==> config.mk <==
export PLATFORM = sky130hd
export DESIGN_NAME = npr_out
export DESIGN_NICKNAME = d
export VERILOG_FILES = /design/src/sv/npr_pkg.sv /design/src/sv/npr_out.sv
export SDC_FILE = /design/constraint.sdc
export NUM_CORES = 1
export LEC_CHECK = 0
export BUFFER_PORTS_ARGS = -buffer_cell sky130_fd_sc_hd__buf_2
export CAP_MARGIN = 15
export CORE_ASPECT_RATIO = 0.6
export CORE_MARGIN = 8
export CORE_UTILIZATION = 50
export DETAILED_ROUTE_END_ITERATION = 7
export PLACE_DENSITY = 0.82
export SLEW_MARGIN = 30
export SYNTH_ARGS = -nofsm -noshare
export SYNTH_HDL_FRONTEND = slang
export SYNTH_SLANG_ARGS = --single-unit
export TNS_END_PERCENT = 10
==> constraint.sdc <==
create_clock -name clk -period 1.4 [get_ports clk]
set_input_delay 0.07 -clock clk [delete_from_list [all_inputs] [get_ports clk]]
set_output_delay 0.07 -clock clk [all_outputs]
set_load 0.005 [all_outputs]
==> src/sv/npr_pkg.sv <==
// Shared types, constants and word layouts for the nearest palette recolor block.
package npr_pkg;

	localparam int PALETTE_DEPTH = 64;
	localparam int IDX_W = (PALETTE_DEPTH > 1) ? $clog2(PALETTE_DEPTH) : 1;
	localparam int CNT_W = 7;
	localparam int DIST_W = 18;
	localparam int SQ_W = 16;

	// Item codes.
	localparam logic OP_RECOLOR = 1'b0;
	localparam logic OP_LOAD = 1'b1;

	// Register map, byte addresses.
	localparam int ADDR_W = 3;
	localparam logic [ADDR_W-1:0] REG_ADDR_PALETTE_COUNT = 3'd0;

	// Lightness to byte: round(l * 255 / 100) as a reciprocal multiply.
	localparam int RED_X_W = 15;
	localparam int RECIP_W = 13;
	localparam logic [RECIP_W-1:0] RECIP_100 = 13'd5243;
	localparam int RECIP_SHIFT = 19;
	localparam logic [RED_X_W-1:0] ROUND_HALF = 15'd50;
	localparam int PROD_W = RED_X_W + RECIP_W;

	typedef struct packed {
		logic [6:0] l;
		logic signed [7:0] a;
		logic signed [7:0] b;
	} lab_t;

	typedef struct packed {
		logic op;
		logic [5:0] entry_index;
		logic [6:0] pixel_l;
		logic signed [7:0] pixel_a;
		logic signed [7:0] pixel_b;
		logic [6:0] key_l;
		logic signed [7:0] key_a;
		logic signed [7:0] key_b;
		logic [6:0] repl_l;
		logic signed [7:0] repl_a;
		logic signed [7:0] repl_b;
	} in_word_t;

	typedef struct packed {
		logic [7:0] red_byte;
		logic [7:0] green_byte;
		logic [7:0] blue_byte;
		logic [5:0] match_index;
		logic empty_palette;
	} out_word_t;

	// What moves from one cell to the next. For a load word, repl is the new
	// replacement; for a pixel word, it is the replacement of the best match so far.
	typedef struct packed {
		logic valid;
		logic op;
		logic [5:0] entry_index;
		lab_t pixel;
		lab_t key;
		lab_t repl;
		logic [DIST_W-1:0] best_d;
		logic [IDX_W-1:0] best_i;
	} stage_t;

endpackage

==> src/sv/npr_out.sv <==
// Output register: turns the winning replacement into bytes and holds the result word.
module npr_out import npr_pkg::*; (
	input logic clk,
	input logic arst_n,
	input logic adv,
	input logic [CNT_W-1:0] palette_count,
	input stage_t last,
	output logic res_valid,
	output out_word_t res_word
);

	logic res_valid_q;
	out_word_t res_word_q;
	out_word_t word_d;
	logic [RED_X_W-1:0] red_x;
	logic [PROD_W-1:0] red_prod;
	logic [8:0] red_q9;
	logic empty;

	assign empty = (palette_count == '0);

	// l * 255 + 50 is below 2^15; the reciprocal of 100 is exact in floor over that range.
	always_comb begin
		red_x = {last.repl.l, 8'b0} - RED_X_W'(last.repl.l) + ROUND_HALF;
		red_prod = PROD_W'(red_x) * PROD_W'(RECIP_100);
		red_q9 = red_prod[RECIP_SHIFT +: 9];
		word_d = '0;
		if (empty) begin
			word_d.empty_palette = 1'b1;
		end else begin
			word_d.red_byte = red_q9[8] ? 8'hFF : red_q9[7:0];
			word_d.green_byte = last.repl.a;
			word_d.blue_byte = last.repl.b;
			word_d.match_index = 6'(last.best_i);
		end
	end

	always_ff @(posedge clk) begin
		if (adv) begin
			res_word_q <= word_d;
		end
	end

	always_ff @(posedge clk or negedge arst_n) begin
		if (!arst_n) begin
			res_valid_q <= 1'b0;
		end else if (adv) begin
			res_valid_q <= last.valid && (last.op == OP_RECOLOR);
		end
	end

	assign res_valid = res_valid_q;
	assign res_word = res_word_q;

endmodule

==> flow_metrics.py, run 1 <==
metrics = {
    "synthesis": {
        "synth_ff_type": "edfxtp_1",
        "ys_top_cells_by_area": "fa_1 (25%), ha_1 (24%), edfxtp_1 (17%), inv_1 (10%), xnor2_1 (2.8%)",
        "synth.top_cell.area_share": 0.2520,
        "synth_cell_types": 45,
        "post-synth-top-area-cell": "fa_1",
        "synthCells": 538,
        "ys_warn_count": 0,
        "ys_ff_latch": 32,
        "ys_seq_area_frac": 0.1796,
        "syn-cell-area_um2": 5323,
        "synth_fp_nets": 818,
        "avgSynthCellArea_um2": 9.893,
        "synthArstFlopShare": 0.03125,
        "synth_edf_count": 31,
    },
    "die": {
        "core_um2": 10450,
        "io_pins": 143,
        "die_area_um2": 14310,
        "fp.dieH_um": 95.92,
        "initial_core_util": 0.5093,
        "die_x_um": 149.2,
        "rows": 29,
    },
    "final_layout": {
        "areaGrowthSynthToFinish_pct": 37.14,
        "layout_commonest_cell": "inv_1",
        "diodes": 0,
        "nNetsFinal": 1012,
        "nFillCells": 680,
        "multi_input_area_um2": 4144,
        "drive_gt1_frac": 0.3547,
        "final_area_um2": 7300,
        "final_cell_mix": "inv_1 (138), buf_4 (122), ha_1 (92)",
        "register_area_um2": 955.9,
    },
    "status": {
        "status": "finished, violations left",
        "failed_checks": "setup timing",
    },
    "detailed_routing": {
        "dr.first_iter.drc_count": 392,
        "num_vias": 4725,
        "wire_per_inst_um": 19.02,
        "ant_nets": 0,
        "routed_wl_um": 16580,
        "drc": 0,
        "firstDrtPassIters": 5,
        "via_per_inst": 5.419,
    },
    "worst_setup_path": {
        "worstSetupStartpointType": "input port",
        "path_max_fanout": 5,
        "critPathRequiredTime_ps": 1420,
        "cp-end-kind": "register",
        "crit_arrival_ps": 5530,
        "crit_path_top_delay_cell": "or4_4",
        "path_class": "input port to register",
        "worstPathCellList": "buf_4, ha_4, nor3_2, nand3b_1, nor2b_4, nand2_2, nand2_4, or4_4, xnor2_4, fa_1, ha_1, fa_1, inv_1, fa_1, fa_1, inv_2, ha_4, nand4_1, or4_4, o22ai_4, a211oi_2, xor2_1, a21oi_1",
        "critical-path-top-delay-family": "adder cells",
        "max_stage_delay_ps": 580,
        "path_buf_inv": 3,
        "crit_top_cell": "fa_1",
    },
    "cts": {
        "clk_latency_ps": 280,
        "cts.clk_slew.worst_paths_ps": 50,
        "clock-sinks": 32,
        "clock_path_buffers": 2,
        "htree_levels": 2,
        "cts_made_buffers": 5,
        "cts_tree": "done",
        "cts_root_buffer": "clkbuf_16",
    },
    "placed_design": {
        "port_buffers": 72,
        "dp_slack_ps": -4528,
        "gp_congestion": 0.9850,
        "dp_hpwl_um": 13500,
        "place_area_um2": 6833,
    },
    "sta": {
        "finalSetupViolCount": 8,
        "finalWorstSetupSlack_ps": -4108,
        "fmax_mhz": 181.6,
        "fin_crit_sh": 3.934,
        "period_minus_slack_ps": 5508,
        "fin_setup_tns_ps": -32610,
        "worst_pin_slew_ps": 702.3,
        "finalHoldViolCount": 0,
        "rsz0062_at_grt": "yes",
        "slew_viol_final": 0,
        "skew_ps": 0,
        "slew_headroom": 0.5284,
    },
    "global_route": {
        "grt_pass1_vias": 5111,
        "grtUsageTotal": 0.2343,
        "grt.overflow.total": 0,
        "grt_max_degree": 34,
        "antenna_found_initial": 0,
        "grt_pass1_wl_um": 26230,
    },
    "job": {
        "max_cap_violations": 0,
    },
    "hold_path": {
        "hp-class": "input port to register",
    },
}
==> logic make-up (layout without fill, tap and decap cells) <==
| family | Yosys count | count (layout) | synth area share |
|---|---|---|---|
| DFF | 32 | 32 | 0.1796 |
| xor gates and xnor gates | 28 | 28 | 0.04748 |
| and+or+nand+nor | 84 | 84 | 0.08368 |
| AOI/OAI and AO/OA | 70 | 70 | 0.08815 |
| adders and majority gates | 169 | 169 | 0.4918 |
| buffers and inverters | 155 | 350 | 0.1093 |
==> cell usage after synthesis, types with 3 or more instances <==
| cell | count |
|---|---|
| and3_1 | 4 |
| a21o_1 | 6 |
| or2_2 | 3 |
| ha_1 | 102 |
| xor2_1 | 10 |
| inv_1 | 145 |
| a21oi_1 | 24 |
| nor3_1 | 7 |
| nand3_1 | 5 |
| nand4_1 | 4 |
| and2_1 | 23 |
| edfxtp_1 | 31 |
| o21ai_0 | 10 |
| nand2_1 | 16 |
| xnor2_1 | 17 |
| nor2_1 | 13 |
| clkbuf_1 | 9 |
| a31oi_1 | 5 |
| fa_1 | 67 |
==> worst min-delay path, cell delays in order <==
cell	delay (ps)
buf_2	80
nand3b_1	70
o21ai_0	80
==> per-stage QoR <==
stage	hold WS, ps	instances	util
after global placement	-154.9	857	0.6539
after detailed placement	-154.2	857	0.6539
after CTS	50.69	872	0.6900
after global routing	64.48	872	0.6985
after floorplan	-225.6	538	-
final	51.48	872	0.6985
==> what timing repair did <==
| action | in CTS | in global routing |
|---|---|---|
| hold endpoints to repair | 1 | 0 |
| pin swaps | 34 | 16 |
| hold buffers | 1 | 0 |
| setup buffers | 6 | 0 |
| setup endpoints to repair | 8 | 8 |
| gates resized for setup | 26 | 23 |
| cloned | 0 | 0 |
==> state kept, by name, summed over array words and instances, names as in the netlist <==
signal and count:
res_word 31, res_valid 1
==> area by class of cell <==
type | instances | share of cell area
multi-input cells | 351 | 0.5677
well taps | 139 | 0.02383
clock inverters | 3 | 0.005828
inverters | 146 | 0.07508
clock buffers | 5 | 0.01714
flip-flops and latches | 32 | 0.1310
repair buffers | 196 | 0.1795
==> worst paths after layout <==
| path | start | end | slack [ps] | cells past startpoint |
|---|---|---|---|---|
| min in group asynchronous | arst_n | res_valid$_DFFE_PN0P_ | 100 | 2 |
| max in group asynchronous | arst_n | res_valid$_DFFE_PN0P_ | 1210 | 2 |
| worst max-delay path | last[41] | res_word[26]$_SDFFCE_PP0P_ | -4110 | 23 |
| worst min register to register | res_valid$_DFFE_PN0P_ | res_valid$_DFFE_PN0P_ | 550 | 2 |
| worst min-delay path | last[100] | res_valid$_DFFE_PN0P_ | 50 | 3 |
| worst max register to register | res_valid$_DFFE_PN0P_ | res_valid$_DFFE_PN0P_ | 770 | 2 |
==> per-layer routing <==
| metal | wire, µm | GRT usage | vias to the layer above |
|---|---|---|---|
| met1 | 6789 | 0.3026 | 2360 |
| met2 | 8088 | 0.4010 | 195 |
| met4 | 353 | 0.05013 | 0 |
| met5 | 0 | 0 | - |
| met3 | 1352 | 0.05070 | 36 |
| li1 | - | - | 2134 |
Power of run 1 is not shown: default switching activity piles up to over one toggle a cycle in this logic, so the estimate is an artifact.
==> run 2, diff against run 1 <==
Settings changed: GPL_TIMING_DRIVEN set to 0, SKIP_CTS_REPAIR_TIMING set to 1, TNS_END_PERCENT 10 to unset.
==> run 2 against run 1 <==
- the flow still finishes with violations (setup timing)
- cell area fell by 10%
- cell count decreased by 11%
- fmax shrank 3.9%
- critical endpoint is now res_word[23]$_SDFFCE_PP0P_
==> flow_metrics.py, run 2 (synthesis results as in run 1) <==
metrics = {
    "final_layout": {
        "diodes": 0,
        "largest_reg_flops": 31,
        "nNetsFinal": 914,
        "final_cell_mix": "inv_1 (141), ha_1 (94), buf_2 (68)",
        "drive_gt1_frac": 0.2362,
        "areaGrowthSynthToFinish_pct": 23.41,
        "layout_commonest_cell": "inv_1",
    },
    "detailed_routing": {
        "ant_nets": 0,
        "num_vias": 4134,
        "dr.first_iter.drc_count": 414,
        "routed_wl_um": 13150,
        "wire_per_inst_um": 16.98,
        "via_per_inst": 5.341,
        "drc": 0,
        "firstDrtPassIters": 6,
    },
    "sta": {
        "skew_ps": 0,
        "worst_pin_slew_ps": 703.0,
        "rsz0062_at_grt": "yes",
        "fmax_mhz": 174.5,
        "fin_crit_sh": 4.094,
        "slew_headroom": 0.5314,
        "fin_setup_tns_ps": -34450,
        "finalWorstSetupSlack_ps": -4332,
        "finalSetupViolCount": 8,
        "slew_viol_final": 0,
        "period_minus_slack_ps": 5732,
        "finalHoldViolCount": 0,
        "holdWs_ps": 56.60,
    },
    "worst_setup_path": {
        "crit_arrival_ps": 5750,
        "critPathRequiredTime_ps": 1420,
        "worstSetupStartpointType": "input port",
        "timing.rr.start": "res_valid$_DFFE_PN0P_",
        "cp-end-kind": "register",
        "ff2ff_setup_slack_ps": 760,
        "path_class": "input port to register",
        "path_max_fanout": 7,
        "reg2reg_to": "res_valid$_DFFE_PN0P_",
        "reg2regPathDepth": 2,
    },
    "hold_path": {
        "min_to": "res_valid$_DFFE_PN0P_",
        "hp-start": "last[100]",
        "min_path_cells": 3,
        "hp-class": "input port to register",
    },
    "global_route": {
        "grtUsageTotal": 0.1699,
        "grt_pass1_wl_um": 19380,
        "grt_max_degree": 34,
        "grt_pass1_vias": 4115,
        "grt.overflow.total": 0,
        "antenna_found_initial": 0,
    },
    "cts": {
        "clk_latency_ps": 270,
        "htree_levels": 2,
        "cts_tree": "done",
        "clock_path_buffers": 2,
        "cts_root_buffer": "clkbuf_16",
        "clock-sinks": 32,
        "cts_made_buffers": 5,
        "cts.clk_slew.worst_paths_ps": 50,
    },
    "die": {
        "io_pins": 143,
        "initial_core_util": 0.5093,
        "core_um2": 10450,
        "rows": 29,
        "die_x_um": 149.2,
        "die_area_um2": 14310,
        "fp.dieH_um": 95.92,
    },
    "placed_design": {
        "dp_hpwl_um": 10710,
        "port_buffers": 69,
        "gp_congestion": 1.016,
    },
    "status": {
        "status": "finished, violations left",
        "failed_checks": "setup timing",
    },
    "job": {
        "max_cap_violations": 0,
    },
}
[run 2: critical path: stages]
cell and delay [ps]:
buf_12 80, ha_4 150, nor3_4 40, nand3b_1 200
nor2b_4 180, nand2_2 100, nand2_4 70, or4_4 470
xnor2_4 240, fa_1 460, ha_1 330, fa_1 570
inv_2 40, fa_1 490, fa_1 520, inv_2 50
ha_4 300, nand2_4 70, o41ai_4 420, a41oi_4 100
o41ai_4 370, xnor2_2 160, buf_6 170, a21oi_2 60
[run 2: area by class of cell]
type                            count  area, µm²
Buffer                              9      45.04
Clock buffer                        6      128.9
Clock inverter                      2      35.03
Fill cell                         792       3881
Inverter                          146      548.0
Multi-Input combinational cell    351       4151
Sequential cell                    32      955.9
Tap cell                          139      173.9
Timing Repair Buffer               89      530.5
[run 2: worst max path at each step]
stage / from / end / slack, ps / cells after the start
6_report: last[40] / res_word[23]$_SDFFCE_PP0P_ / -4330 / 24
5_1_grt: last[40] / res_word[23]$_SDFFCE_PP0P_ / -4480 / 24
4_1_cts: last[40] / res_word[28]$_SDFFCE_PP0P_ / -4750 / 23
3_5_place_dp: last[40] / res_word[28]$_SDFFCE_PP0P_ / -5020 / 23
3_3_place_gp: last[40] / res_word[28]$_SDFFCE_PP0P_ / -4890 / 23
2_1_floorplan: last[40] / res_word[23]$_SDFFCE_PP0P_ / -4120 / 22
[run 2: metrics by stage]
stage               utilization  worst slack (ps)  std cells  instance area (µm²)
floorplan                     -             -4116        538                 5460
global placement         0.5722             -4890        746                 5979
detailed placement       0.5722             -5017        746                 5979
CTS                      0.5879             -4745        754                 6143
global route             0.6286             -4479        774                 6569
finish                   0.6286             -4332        774                 6569
[run 2: routing by layer]
layer	vias to the layer above	global-route usage	part of all wire
li1	1936	-	-
met4	0	0.02256	0.0094
met3	14	0.03286	0.087
met5	-	0	0
met2	151	0.2826	0.48
met1	2033	0.2327	0.42
Power of run 2 is left out for the same reason.
