File: src/sv/npr_pkg.sv
// Shared types, constants and word layouts for the nearest palette recolor block.
package npr_pkg;

	localparam int PALETTE_DEPTH = 64;
	localparam int IDX_W = (PALETTE_DEPTH > 1) ? $clog2(PALETTE_DEPTH) : 1;
	localparam int CNT_W = 7;
	localparam int DIST_W = 18;
	localparam int SQ_W = 16;

	// Item codes.
	localparam logic OP_RECOLOR = 1'b0;
	localparam logic OP_LOAD = 1'b1;

	// Register map, byte addresses.
	localparam int ADDR_W = 3;
	localparam logic [ADDR_W-1:0] REG_ADDR_PALETTE_COUNT = 3'd0;

	// Lightness to byte: round(l * 255 / 100) as a reciprocal multiply.
	localparam int RED_X_W = 15;
	localparam int RECIP_W = 13;
	localparam logic [RECIP_W-1:0] RECIP_100 = 13'd5243;
	localparam int RECIP_SHIFT = 19;
	localparam logic [RED_X_W-1:0] ROUND_HALF = 15'd50;
	localparam int PROD_W = RED_X_W + RECIP_W;

	typedef struct packed {
		logic [6:0] l;
		logic signed [7:0] a;
		logic signed [7:0] b;
	} lab_t;

	typedef struct packed {
		logic op;
		logic [5:0] entry_index;
		logic [6:0] pixel_l;
		logic signed [7:0] pixel_a;
		logic signed [7:0] pixel_b;
		logic [6:0] key_l;
		logic signed [7:0] key_a;
		logic signed [7:0] key_b;
		logic [6:0] repl_l;
		logic signed [7:0] repl_a;
		logic signed [7:0] repl_b;
	} in_word_t;

	typedef struct packed {
		logic [7:0] red_byte;
		logic [7:0] green_byte;
		logic [7:0] blue_byte;
		logic [5:0] match_index;
		logic empty_palette;
	} out_word_t;

	// What moves from one cell to the next. For a load word, repl is the new
	// replacement; for a pixel word, it is the replacement of the best match so far.
	typedef struct packed {
		logic valid;
		logic op;
		logic [5:0] entry_index;
		lab_t pixel;
		lab_t key;
		lab_t repl;
		logic [DIST_W-1:0] best_d;
		logic [IDX_W-1:0] best_i;
	} stage_t;

endpackage

File: src/sv/npr_cell.sv
// One palette cell: holds one key and its replacement and updates the running best match.
module npr_cell import npr_pkg::*; (
	input logic clk,
	input logic arst_n,
	input logic adv,
	input logic [IDX_W-1:0] cell_idx,
	input logic [CNT_W-1:0] palette_count,
	input stage_t up,
	output stage_t down
);

	lab_t key_q;
	lab_t repl_q;
	stage_t down_q;
	stage_t nxt;
	logic signed [8:0] diff_l;
	logic signed [8:0] diff_a;
	logic signed [8:0] diff_b;
	logic [7:0] mag_l;
	logic [7:0] mag_a;
	logic [7:0] mag_b;
	logic [SQ_W-1:0] sq_l;
	logic [SQ_W-1:0] sq_a;
	logic [SQ_W-1:0] sq_b;
	logic [DIST_W-1:0] dist_sum;
	logic active;
	logic take;
	logic load_here;

	always_comb begin
		diff_l = $signed({2'b00, up.pixel.l}) - $signed({2'b00, key_q.l});
		diff_a = $signed({up.pixel.a[7], up.pixel.a}) - $signed({key_q.a[7], key_q.a});
		diff_b = $signed({up.pixel.b[7], up.pixel.b}) - $signed({key_q.b[7], key_q.b});
		mag_l = diff_l[8] ? 8'(-diff_l) : diff_l[7:0];
		mag_a = diff_a[8] ? 8'(-diff_a) : diff_a[7:0];
		mag_b = diff_b[8] ? 8'(-diff_b) : diff_b[7:0];
		sq_l = SQ_W'(mag_l) * SQ_W'(mag_l);
		sq_a = SQ_W'(mag_a) * SQ_W'(mag_a);
		sq_b = SQ_W'(mag_b) * SQ_W'(mag_b);
		dist_sum = DIST_W'(sq_l) + DIST_W'(sq_a) + DIST_W'(sq_b);
	end

	// The first cell in use always takes the pixel; later ones only on a strictly
	// smaller distance, so the lowest slot wins a tie.
	assign active = 32'(cell_idx) < 32'(palette_count);
	assign take = up.valid && (up.op == OP_RECOLOR) && active
		&& ((cell_idx == '0) || (dist_sum < up.best_d));
	assign load_here = up.valid && (up.op == OP_LOAD)
		&& (32'(up.entry_index) == 32'(cell_idx));

	always_comb begin
		nxt = up;
		if (take) begin
			nxt.best_d = dist_sum;
			nxt.best_i = cell_idx;
			nxt.repl = repl_q;
		end
	end

	always_ff @(posedge clk) begin
		if (adv && load_here) begin
			key_q <= up.key;
			repl_q <= up.repl;
		end
	end

	always_ff @(posedge clk or negedge arst_n) begin
		if (!arst_n) begin
			down_q <= '0;
		end else if (adv) begin
			down_q <= nxt;
		end
	end

	assign down = down_q;

endmodule

File: config.mk
export PLATFORM = sky130hd
export DESIGN_NAME = npr_cell
export DESIGN_NICKNAME = d
export VERILOG_FILES = /design/src/sv/npr_pkg.sv /design/src/sv/npr_cell.sv
export SDC_FILE = /design/constraint.sdc
export NUM_CORES = 1
export LEC_CHECK = 0
export ABC_CLOCK_PERIOD_IN_PS = 8700
export BUFFER_PORTS_ARGS = -buffer_cell sky130_fd_sc_hd__buf_2
export CAP_MARGIN = 0
export CORE_MARGIN = 10
export CORE_UTILIZATION = 35
export CTS_CLUSTER_SIZE = 28
export DETAILED_ROUTE_END_ITERATION = 16
export GPL_TIMING_DRIVEN = 0
export HOLD_SLACK_MARGIN = 0.1
export PLACE_DENSITY = 0.63
export SLEW_MARGIN = 20
export SYNTH_ARGS = -nofsm -noshare
export SYNTH_HDL_FRONTEND = slang
export SYNTH_SLANG_ARGS = --single-unit
File: constraint.sdc
create_clock -name clk -period 8.7 [get_ports clk]
set_input_delay 0.435 -clock clk [delete_from_list [all_inputs] [get_ports clk]]
set_output_delay 0.435 -clock clk [all_outputs]
set_load 0.05 [all_outputs]
==> metrics.txt, run 1 <==
# TYPE chip_impl_metric gauge
chip_impl_metric{name="worst_setup_hold_path_clk_slew",unit="ns"} 0.07
chip_impl_metric{name="critical-path-max-stage-delay",unit="ns"} 0.57
chip_impl_metric{name="count_of_h_tree_levels_built_during_cts",unit=""} 4
chip_impl_metric{name="largest_net_degree_at_the_start_of_global_routing",unit=""} 75
chip_impl_metric{name="dr.first_iter.drc_count",unit=""} 463
chip_impl_metric{name="worst_slew_margin_rel",unit="%"} 48.6
chip_impl_metric{name="period_minus_slack",unit="ns"} 9.55
chip_impl_info{name="synth_top_flop_cell",value="dfrtp_1"} 1
chip_impl_metric{name="cts_buffer_depth",unit=""} 2
chip_impl_metric{name="grt.total_usage",unit="%"} 16.0
chip_impl_info{name="rsz0062_at_grt",value="yes"} 1
chip_impl_metric{name="io_pins",unit=""} 218
chip_impl_info{name="run_status",value="finished, violations left"} 1
chip_impl_metric{name="globalRoute.totalOverflow",unit=""} 0
chip_impl_metric{name="fraction_of_final_layout_cells_with_drive_strength_greater_than_1",unit="%"} 31.8
chip_impl_metric{name="cell_area_after_technology_mapping",unit="µm²"} 13400
chip_impl_metric{name="post-synth-top-area-fraction",unit="%"} 20.2
chip_impl_metric{name="tightest_slew",unit="ns"} 0.771
chip_impl_info{name="violations_in_the_final_reports",value="negative setup slack"} 1
chip_impl_metric{name="floorplan.die.height",unit="µm"} 216
chip_impl_info{name="crit-reg2reg-launch",value="key_q[8]"} 1
chip_impl_metric{name="synth_edf_count",unit=""} 46
chip_impl_metric{name="finalClockSkew",unit="ns"} 0.0137
chip_impl_metric{name="global_route_wire_length_before_repair",unit="µm"} 60200
chip_impl_metric{name="route.vias.total",unit=""} 10807
chip_impl_info{name="ctsRootBufferMaster",value="clkbuf_16"} 1
chip_impl_metric{name="numClockSinks",unit=""} 147
chip_impl_metric{name="clk_latency",unit="ns"} 0.45
chip_impl_info{name="worstHoldPathType",value="input port to register"} 1
chip_impl_metric{name="hpwlAfterDp",unit="µm"} 29100
chip_impl_metric{name="drc_errors_left",unit=""} 0
chip_impl_info{name="timing.rr.end",value="down[30]"} 1
chip_impl_metric{name="synth_cell_types",unit=""} 67
chip_impl_info{name="crit_type",value="register to register"} 1
chip_impl_metric{name="worstRegToRegCells",unit=""} 35
chip_impl_info{name="critical_path.slowest_cell",value="fa_2"} 1
chip_impl_metric{name="ys_seq_area_share",unit="%"} 29.2
chip_impl_info{name="crit_path_end_kind",value="register"} 1
chip_impl_metric{name="r2r_setup_slack",unit="ns"} -0.85
chip_impl_metric{name="critical_path_required",unit="ns"} 8.99
chip_impl_info{name="end_of_the_worst_hold_path",value="repl_q[15]"} 1
chip_impl_metric{name="crit_arrival",unit="ns"} 9.84
chip_impl_metric{name="viasPerCell",unit=""} 4.98
chip_impl_metric{name="floorplan.core_area",unit="µm²"} 37700
chip_impl_metric{name="areaGrowthSynthToFinish",unit="%"} 29.6
chip_impl_metric{name="detail_route.wl_per_cell",unit="µm"} 17.2
chip_impl_metric{name="die-width",unit="µm"} 216
chip_impl_info{name="post_synth_most_frequent_cells",value="inv_1 (249), fa_1 (135), ha_1 (127)"} 1
chip_impl_metric{name="antenna_violating_nets_post_route",unit=""} 0
chip_impl_metric{name="tritoncts.num_buffers",unit=""} 17
chip_impl_metric{name="timing_hold_violations_final",unit=""} 0
chip_impl_metric{name="gp_weighted_congestion",unit=""} 0.861
chip_impl_metric{name="floorplan.initialDensity",unit="%"} 35.6
chip_impl_info{name="worst_path_most_repeated_cell",value="fa_1"} 1
chip_impl_metric{name="first_global_vias",unit=""} 11401
chip_impl_metric{name="async_flop_share",unit="%"} 68.7
chip_impl_metric{name="fill_cells",unit=""} 3572
chip_impl_metric{name="row_count",unit=""} 71
chip_impl_metric{name="die_area",unit="µm²"} 46500
chip_impl_metric{name="slew_violations",unit=""} 0
chip_impl_metric{name="postSynthCellCount",unit=""} 1346
chip_impl_metric{name="postSynthRegisterBits",unit=""} 147
chip_impl_metric{name="post_syn_area_per_cell",unit="µm²"} 9.95
chip_impl_info{name="synth_most_common_cell",value="inv_1"} 1
chip_impl_metric{name="yosys_warnings",unit=""} 0
chip_impl_info{name="worstSetupStartpointType",value="register"} 1
chip_impl_info{name="min_from",value="up[39]"} 1
chip_impl_metric{name="layout.nets",unit=""} 2024
chip_impl_metric{name="detail_route.first_pass.iterations",unit=""} 5
chip_impl_info{name="synthDominantAreaCellType",value="fa_1"} 1
chip_impl_metric{name="timing.hold.worst_path_depth",unit=""} 1
chip_impl_metric{name="timing.max_cap.violations",unit=""} 0
chip_impl_info{name="tritoncts",value="done"} 1
chip_impl_metric{name="path_max_fanout",unit=""} 10
chip_impl_metric{name="min_period_over_period",unit="%"} 110
chip_impl_info{name="cells_taking_the_most_area_after_synthesis",value="fa_1 (20%), dfrtp_1 (19%), ha_1 (12%), edfxtp_1 (10%), inv_1 (7.0%)"} 1
chip_impl_metric{name="finalSetupViolations",unit=""} 47
chip_impl_metric{name="portBuffers",unit=""} 216
chip_impl_metric{name="wl",unit="µm"} 37300
chip_impl_metric{name="max_clock_freq",unit="GHz"} 0.105
chip_impl_metric{name="setup_tns",unit="ns"} -32.45
chip_impl_metric{name="antenna_found_initial",unit=""} 3
chip_impl_metric{name="setup_slack",unit="ns"} -0.851
kinds of logic after synthesis:
family | share of synthesized area, %
AND/OR/NAND/NOR | 10.4
other | 0.0561
buffers and inverters | 8.32
adder cells (fa/ha/maj) | 32.0
flip-flops | 29.2
XOR/XNOR | 3.20
AO/OA/AOI/OAI | 11.9
multiplexers | 4.90
worst max-delay path: cells and delay by family (launching register included):
kind / cells / cell delay (ns)
simple gates: 3 / 0.48
compound gates: 16 / 3.49
fa+ha+maj: 11 / 4.52
flops: 1 / 0.36
buf+inv: 5 / 0.51
area by class of cell:
cell class	count	area [µm²]	area share, %
Tap cell	511	639	3.69
Multi-Input combinational cell	910	9250	53.3
Buffer	44	340	1.96
Antenna cell	3	7.51	0.0433
Timing Repair Buffer	276	1660	9.57
Inverter	249	947	5.46
Sequential cell	147	3910	22.5
Clock buffer	20	437	2.52
Clock inverter	12	159	0.916
how the worst max path moves through the flow:
stage / cells past startpoint / end / start / slack, ns
6_report: 35 / down[30] / key_q[8] / -0.85
5_1_grt: 38 / down[30] / key_q[8] / -1.22
4_1_cts: 34 / down[34] / key_q[8] / -0.74
3_5_place_dp: 36 / down[34] / up[70] / -1.52
3_3_place_gp: 37 / down[35] / up[70] / -1.39
2_1_floorplan: 36 / down[12] / up[78] / -0.23
metrics by stage:
stage	area (µm²)	hold slack (ns)	utilization, %	std cells	worst slack [ns]
final	17400	0.180	46.1	2172	-0.851
after detailed placement	15600	0.340	41.3	2079	-1.52
after global placement	15500	0.484	41.2	2078	-1.39
after floorplan	13800	0.139	-	1351	-0.226
after CTS	16900	0.154	44.8	2148	-0.737
after global routing	17300	0.157	46.1	2170	-1.22
what timing repair did:
item | in CTS | in global routing
setup endpoints to repair | 47 | 47
buffers inserted | 33 | 20
pin swaps | 40 | 76
cloned | 3 | 3
hold buffers | 1 | 0
gates resized for setup | 85 | 59
endpoints found under the hold margin | 27 | 0
layout by cell type (no fill, tap or decap), drive strengths merged, types with 14 or more instances in the layout:
cell | netlist | final
a21o | 27 | 27
a21oi | 38 | 38
a31oi | 48 | 49
buf | 11 | 282
clkbuf | 35 | 56
dfrtp | 101 | 101
edfxtp | 46 | 46
fa | 135 | 135
ha | 127 | 127
inv | 249 | 250
mux2 | 54 | 54
nand2 | 30 | 30
nand2b | 17 | 17
nand3 | 57 | 57
nor2 | 123 | 123
nor3 | 16 | 16
o21a | 14 | 14
o21ai | 68 | 68
xnor2 | 23 | 23
xor2 | 25 | 25
sequential cells by signal, summed over array words and instances, names as in the netlist:
register,flops
key_q,23
repl_q,23
down,101
layer usage:
| metal | part of all wire (%) | GRT usage, % | vias up |
|---|---|---|---|
| met2 | 51 | 27.9 | 232 |
| li1 | - | - | 5091 |
| met5 | 0.032 | 0 | - |
| met3 | 4.7 | 3.22 | 34 |
| met4 | 1.3 | 4.29 | 2 |
| met1 | 43 | 19.6 | 5448 |
Power of run 1 is left out: the tool's default activity adds up to more than one toggle a clock period on the data nets, which glitch-free logic cannot reach.
==> run 2: changes to the inputs <==
--- a/config.mk
+++ b/config.mk
@@ -5,16 +5,16 @@
 export SDC_FILE = /design/constraint.sdc
 export NUM_CORES = 1
 export LEC_CHECK = 0
-export ABC_CLOCK_PERIOD_IN_PS = 8700
+export ABC_CLOCK_PERIOD_IN_PS = 10900
 export BUFFER_PORTS_ARGS = -buffer_cell sky130_fd_sc_hd__buf_2
 export CAP_MARGIN = 0
 export CORE_MARGIN = 10
-export CORE_UTILIZATION = 35
+export CORE_UTILIZATION = 30
 export CTS_CLUSTER_SIZE = 28
 export DETAILED_ROUTE_END_ITERATION = 16
 export GPL_TIMING_DRIVEN = 0
 export HOLD_SLACK_MARGIN = 0.1
-export PLACE_DENSITY = 0.63
+export PLACE_DENSITY = 0.55
 export SLEW_MARGIN = 20
 export SYNTH_ARGS = -nofsm -noshare
 export SYNTH_HDL_FRONTEND = slang
==> constraint.sdc (replaced) <==
create_clock -name clk -period 10.9 [get_ports clk]
set_input_delay 0.545 -clock clk [delete_from_list [all_inputs] [get_ports clk]]
set_output_delay 0.545 -clock clk [all_outputs]
set_load 0.05 [all_outputs]
==> metrics.txt, run 2 (synthesized netlist as in run 1, its figures left out) <==
# TYPE chip_impl_metric gauge
chip_impl_info{name="run_status",value="finished, final reports clean"} 1
chip_impl_metric{name="multi_input_area",unit="µm²"} 8500
chip_impl_info{name="critical_path.startpoint",value="key_q[17]"} 1
chip_impl_metric{name="finalClockSkew",unit="ns"} 0.0174
chip_impl_metric{name="fraction_of_final_layout_cells_with_drive_strength_greater_than_1",unit="%"} 22.3
chip_impl_info{name="worstHoldPathType",value="input port to register"} 1
chip_impl_metric{name="min_period_over_period",unit="%"} 95.1
chip_impl_metric{name="sequential_cell_area",unit="µm²"} 3910
chip_impl_metric{name="global_route_wire_length_before_repair",unit="µm"} 58800
chip_impl_metric{name="tritoncts.num_buffers",unit=""} 17
chip_impl_metric{name="floorplan.core_area",unit="µm²"} 44200
chip_impl_metric{name="detail_route.wl_per_cell",unit="µm"} 16.2
chip_impl_metric{name="hpwlAfterDp",unit="µm"} 29500
chip_impl_metric{name="antenna_found_initial",unit=""} 2
chip_impl_metric{name="setup_tns",unit="ns"} 0
chip_impl_metric{name="row_count",unit=""} 77
chip_impl_metric{name="crit_arrival",unit="ns"} 10.66
chip_impl_metric{name="detail_route.first_pass.iterations",unit=""} 4
chip_impl_metric{name="dr.first_iter.drc_count",unit=""} 515
chip_impl_metric{name="wl",unit="µm"} 35700
chip_impl_metric{name="critical_path_required",unit="ns"} 11.20
chip_impl_metric{name="numClockSinks",unit=""} 147
chip_impl_metric{name="dpl_cell_area",unit="µm²"} 15300
chip_impl_metric{name="largest_net_degree_at_the_start_of_global_routing",unit=""} 73
chip_impl_metric{name="floorplan.die.height",unit="µm"} 231
chip_impl_info{name="min_from",value="up[37]"} 1
chip_impl_info{name="layout_commonest_cell",value="inv_1"} 1
chip_impl_info{name="crit-reg2reg-launch",value="key_q[17]"} 1
chip_impl_info{name="crit_type",value="register to register"} 1
chip_impl_metric{name="io_pins",unit=""} 218
chip_impl_metric{name="clk_latency",unit="ns"} 0.45
chip_impl_metric{name="finalInstanceArea",unit="µm²"} 16000
chip_impl_info{name="ctsRootBufferMaster",value="clkbuf_16"} 1
chip_impl_info{name="critical_path.slowest_cell",value="xnor2_1"} 1
chip_impl_metric{name="count_of_h_tree_levels_built_during_cts",unit=""} 4
chip_impl_metric{name="critical-path-max-stage-delay",unit="ns"} 0.73
chip_impl_metric{name="cts_buffer_depth",unit=""} 2
chip_impl_metric{name="viasPerCell",unit=""} 4.71
chip_impl_info{name="worst_path_dominant_cell_family",value="adder cells"} 1
chip_impl_metric{name="die-width",unit="µm"} 231
chip_impl_metric{name="worst_setup_hold_path_clk_slew",unit="ns"} 0.08
chip_impl_metric{name="areaGrowthSynthToFinish",unit="%"} 19.3
chip_impl_info{name="rsz0062_at_grt",value="no"} 1
chip_impl_metric{name="slew_violations",unit=""} 0
chip_impl_metric{name="fill_cells",unit=""} 4515
chip_impl_metric{name="tightest_slew",unit="ns"} 0.908
chip_impl_metric{name="die_area",unit="µm²"} 53500
chip_impl_metric{name="largest_register_ffs",unit=""} 101
chip_impl_metric{name="path_max_fanout",unit=""} 10
chip_impl_metric{name="sum_of_buffers_and_inverters_on_the_critical_path",unit=""} 7
chip_impl_metric{name="drc_errors_left",unit=""} 0
chip_impl_metric{name="portBuffers",unit=""} 216
chip_impl_metric{name="gp_weighted_congestion",unit=""} 0.849
chip_impl_metric{name="period_minus_slack",unit="ns"} 10.36
chip_impl_metric{name="layout.nets",unit=""} 1969
chip_impl_metric{name="timing_hold_violations_final",unit=""} 0
chip_impl_metric{name="globalRoute.totalOverflow",unit=""} 0
chip_impl_metric{name="timing.max_cap.violations",unit=""} 0
chip_impl_metric{name="route.vias.total",unit=""} 10355
chip_impl_info{name="crit_path_end_kind",value="register"} 1
chip_impl_metric{name="grt.total_usage",unit="%"} 13.6
chip_impl_metric{name="floorplan.initialDensity",unit="%"} 30.3
chip_impl_info{name="worstSetupStartpointType",value="register"} 1
chip_impl_metric{name="finalSetupViolations",unit=""} 0
chip_impl_metric{name="max_clock_freq",unit="GHz"} 0.0965
chip_impl_info{name="worst_path_most_repeated_cell",value="fa_1"} 1
chip_impl_metric{name="worst_slew_margin_rel",unit="%"} 39.1
chip_impl_info{name="tritoncts",value="done"} 1
chip_impl_metric{name="first_global_vias",unit=""} 11301
chip_impl_info{name="layout_common_cells",value="inv_1 (249), buf_2 (221), fa_1 (135)"} 1
chip_impl_metric{name="antenna_violating_nets_post_route",unit=""} 0
run 2: cell types whose count changed in the layout (fill, tap and decap cells not counted), moves of 12 or more:
| cell | delta |
|---|---|
| nand3_2 | -17 |
| a21oi_1 | +13 |
| o21ai_1 | -21 |
| nand3_1 | +18 |
| o21ai_0 | +27 |
| ha_1 | +12 |
| buf_4 | -51 |
run 2: layout make-up:
| type | count | area share [%] |
|---|---|---|
| Antenna cell | 2 | 0.0313 |
| Timing Repair Buffer | 220 | 7.13 |
| Clock buffer | 17 | 2.66 |
| Buffer | 46 | 1.17 |
| Clock inverter | 15 | 0.846 |
| Sequential cell | 147 | 24.5 |
| Multi-Input combinational cell | 909 | 53.2 |
| Tap cell | 592 | 4.64 |
| Inverter | 249 | 5.85 |
run 2: metrics by stage:
| step | utilization, % | hold slack [ns] | std cells | worst slack [ns] |
|---|---|---|---|---|
| after floorplan | - | 0.249 | 1351 | 1.33 |
| after global placement | 34.4 | 0.477 | 2159 | -0.374 |
| after detailed placement | 34.5 | 0.450 | 2160 | -0.450 |
| after CTS | 35.9 | 0.255 | 2193 | 0.151 |
| after global routing | 36.1 | 0.256 | 2197 | 0.0263 |
| final | 36.1 | 0.279 | 2197 | 0.537 |
run 2: final timing paths:
kind                                    to  slack [ns]  cells after the start
max in group asynchronous         down[24]        9.64                      3
worst max register to register    down[24]        0.54                     35
worst min register to register    down[11]        0.49                      2
worst min-delay path            repl_q[13]        0.28                      1
worst max-delay path              down[24]        0.54                     35
min in group asynchronous         down[52]        0.56                      2
run 2: layer usage:
metal	wire length (µm)	track usage, %	vias up
met5	0	0	-
met4	627	4.38	0
met3	1540	2.93	28
met2	18000	23.6	186
met1	15500	16.6	5173
li1	-	-	4968
run 2: what timing repair did:
action | 4_1_cts | 5_1_grt
endpoints found under the hold margin | 29 | 0
hold buffers | 1 | 0
pin swaps | 0 | 1
gates resized for setup | 4 | 22
buffers inserted | 0 | 2
setup endpoints to repair | 39 | 47
run 2: worst reg2reg max path: cells and delay by family (launching register included):
kind                     cells  cell delay (ns)
flip-flops                   1             0.35
AND/OR/NAND/NOR              2             0.29
AO/OA/AOI/OAI               14             3.30
adder cells (fa/ha/maj)     10             4.46
XOR/XNOR                     2             1.02
buffers and inverters        7             0.81
Power of run 2 is left out for the same reason.
==> run 3: changes to the inputs <==
--- a/config.mk
+++ b/config.mk
@@ -14,6 +14,7 @@
 export DETAILED_ROUTE_END_ITERATION = 16
 export GPL_TIMING_DRIVEN = 0
 export HOLD_SLACK_MARGIN = 0.1
+export MAX_ROUTING_LAYER = met4
 export PLACE_DENSITY = 0.55
 export SLEW_MARGIN = 20
 export SYNTH_ARGS = -nofsm -noshare
==> metrics.txt, run 3 (synthesized netlist as in run 1, its figures left out) <==
# TYPE chip_impl_metric gauge
chip_impl_metric{name="cts_buffer_depth",unit=""} 2
chip_impl_metric{name="largest_net_degree_at_the_start_of_global_routing",unit=""} 73
chip_impl_metric{name="critical-path-max-stage-delay",unit="ns"} 0.56
chip_impl_metric{name="tightest_slew",unit="ns"} 0.900
chip_impl_metric{name="hpwlAfterDp",unit="µm"} 29500
chip_impl_info{name="end_of_the_worst_hold_path",value="repl_q[13]"} 1
chip_impl_metric{name="io_pins",unit=""} 218
chip_impl_metric{name="wl",unit="µm"} 35800
chip_impl_info{name="min_from",value="up[37]"} 1
chip_impl_info{name="layout_common_cells",value="inv_1 (249), buf_2 (221), fa_1 (135)"} 1
chip_impl_metric{name="detail_route.first_pass.iterations",unit=""} 5
chip_impl_metric{name="globalRoute.totalOverflow",unit=""} 0
chip_impl_metric{name="whs",unit="ns"} 0.282
chip_impl_info{name="layout_commonest_cell",value="inv_1"} 1
chip_impl_metric{name="floorplan.initialDensity",unit="%"} 30.3
chip_impl_metric{name="global_route_wire_length_before_repair",unit="µm"} 58600
chip_impl_metric{name="finalInstanceArea",unit="µm²"} 16000
chip_impl_metric{name="clk_latency",unit="ns"} 0.45
chip_impl_metric{name="worst_slew_margin_rel",unit="%"} 39.6
chip_impl_metric{name="die-width",unit="µm"} 231
chip_impl_metric{name="row_count",unit=""} 77
chip_impl_metric{name="portBuffers",unit=""} 216
chip_impl_info{name="crit-reg2reg-launch",value="key_q[0]"} 1
chip_impl_info{name="worstSetupStartpointType",value="register"} 1
chip_impl_metric{name="first_global_vias",unit=""} 11330
chip_impl_metric{name="critical_path_required",unit="ns"} 11.19
chip_impl_metric{name="dr.first_iter.drc_count",unit=""} 547
chip_impl_info{name="ctsRootBufferMaster",value="clkbuf_16"} 1
chip_impl_metric{name="antenna_found_initial",unit=""} 2
chip_impl_metric{name="gp_weighted_congestion",unit=""} 0.859
chip_impl_metric{name="numClockSinks",unit=""} 147
chip_impl_info{name="worst_path_most_repeated_cell",value="fa_1"} 1
chip_impl_metric{name="r2r_setup_slack",unit="ns"} 0.57
chip_impl_metric{name="tritoncts.num_buffers",unit=""} 17
chip_impl_metric{name="sequential_cell_area",unit="µm²"} 3910
chip_impl_metric{name="grt.total_usage",unit="%"} 14.0
chip_impl_metric{name="slew_violations",unit=""} 0
chip_impl_metric{name="timing_hold_violations_final",unit=""} 0
chip_impl_info{name="crit_type",value="register to register"} 1
chip_impl_metric{name="die_area",unit="µm²"} 53500
chip_impl_metric{name="floorplan.core_area",unit="µm²"} 44200
chip_impl_metric{name="route.vias.total",unit=""} 10362
chip_impl_metric{name="multi_input_area",unit="µm²"} 8500
chip_impl_metric{name="finalSetupViolations",unit=""} 0
chip_impl_info{name="rsz0062_at_grt",value="no"} 1
chip_impl_metric{name="fill_cells",unit=""} 4516
chip_impl_metric{name="crit_arrival",unit="ns"} 10.63
chip_impl_metric{name="antenna_violating_nets_post_route",unit=""} 0
chip_impl_metric{name="drc_errors_left",unit=""} 0
chip_impl_metric{name="min_period_over_period",unit="%"} 94.8
chip_impl_metric{name="finalClockSkew",unit="ns"} 0.0112
chip_impl_metric{name="path_max_fanout",unit=""} 10
chip_impl_metric{name="setup_tns",unit="ns"} 0
chip_impl_info{name="worstHoldPathType",value="input port to register"} 1
chip_impl_metric{name="timing.hold.worst_path_depth",unit=""} 1
chip_impl_metric{name="count_of_h_tree_levels_built_during_cts",unit=""} 4
chip_impl_metric{name="worstRegToRegCells",unit=""} 36
chip_impl_metric{name="largest_register_ffs",unit=""} 101
chip_impl_metric{name="detail_route.wl_per_cell",unit="µm"} 16.3
chip_impl_metric{name="fraction_of_final_layout_cells_with_drive_strength_greater_than_1",unit="%"} 22.3
chip_impl_metric{name="viasPerCell",unit=""} 4.71
chip_impl_info{name="crit_path_end_kind",value="register"} 1
chip_impl_info{name="tritoncts",value="done"} 1
chip_impl_info{name="critical_path.slowest_cell",value="fa_1"} 1
chip_impl_info{name="timing.rr.end",value="down[24]"} 1
chip_impl_metric{name="layout.nets",unit=""} 1969
chip_impl_metric{name="timing.max_cap.violations",unit=""} 0
chip_impl_metric{name="setup_slack",unit="ns"} 0.570
chip_impl_metric{name="place_ws",unit="ns"} -0.450
chip_impl_metric{name="dpl_cell_area",unit="µm²"} 15300
chip_impl_metric{name="max_clock_freq",unit="GHz"} 0.0968
chip_impl_info{name="run_status",value="finished, final reports clean"} 1
chip_impl_metric{name="floorplan.die.height",unit="µm"} 231
chip_impl_metric{name="period_minus_slack",unit="ns"} 10.33
chip_impl_metric{name="areaGrowthSynthToFinish",unit="%"} 19.3
chip_impl_metric{name="worst_setup_hold_path_clk_slew",unit="ns"} 0.08
run 3: worst max-delay path by stage:
stage / startpoint / end / slack, ns / cells after the start
2_1_floorplan: up[78] / down[12] / 1.33 / 35
3_3_place_gp: up[70] / down[2] / -0.37 / 36
3_5_place_dp: up[70] / down[36] / -0.45 / 37
4_1_cts: key_q[0] / down[36] / 0.15 / 35
5_1_grt: key_q[0] / down[33] / 0.02 / 36
6_report: key_q[0] / down[24] / 0.57 / 36
run 3: worst max-delay path: cells and delay by family (launching register included):
| kind | cells | cell delay, ns |
|---|---|---|
| xor gates and xnor gates | 3 | 0.89 |
| DFF | 1 | 0.32 |
| AOI/OAI and AO/OA | 13 | 2.53 |
| buffers and inverters | 7 | 0.96 |
| and+or+nand+nor | 2 | 0.55 |
| adders and majority gates | 11 | 4.90 |
run 3: repair_timing:
item                       CTS  global route
gates cloned                 0             0
pin swaps                    0             1
hold buffers                 1             0
hold endpoints to repair    29             0
setup endpoints to repair   39            47
resized for setup            4            22
buffers inserted             0             2
run 3: stage by stage:
stage          utilization, %  std cells
3_3_place_gp             34.4       2159
4_1_cts                  35.9       2193
3_5_place_dp             34.5       2160
5_1_grt                  36.1       2197
2_1_floorplan               -       1351
6_report                 36.1       2198
run 3: layout make-up:
type,count,area share (%)
clock inverter,15,0.846
timing repair buffer,220,7.13
sequential,147,24.5
multi-input combinational,909,53.2
inverter,249,5.85
buffer,46,1.17
clock buffer,17,2.66
tap,592,4.64
antenna,3,0.0470
run 3: routing by layer:
metal	global-route usage [%]	share of wire [%]	vias to the layer above
li1	-	-	4967
met1	17.0	45	5179
met2	23.5	50	187
met3	2.17	3.2	29
met4	4.62	1.7	0
met5	-	0	-
Power of run 3 is left out for the same reason.
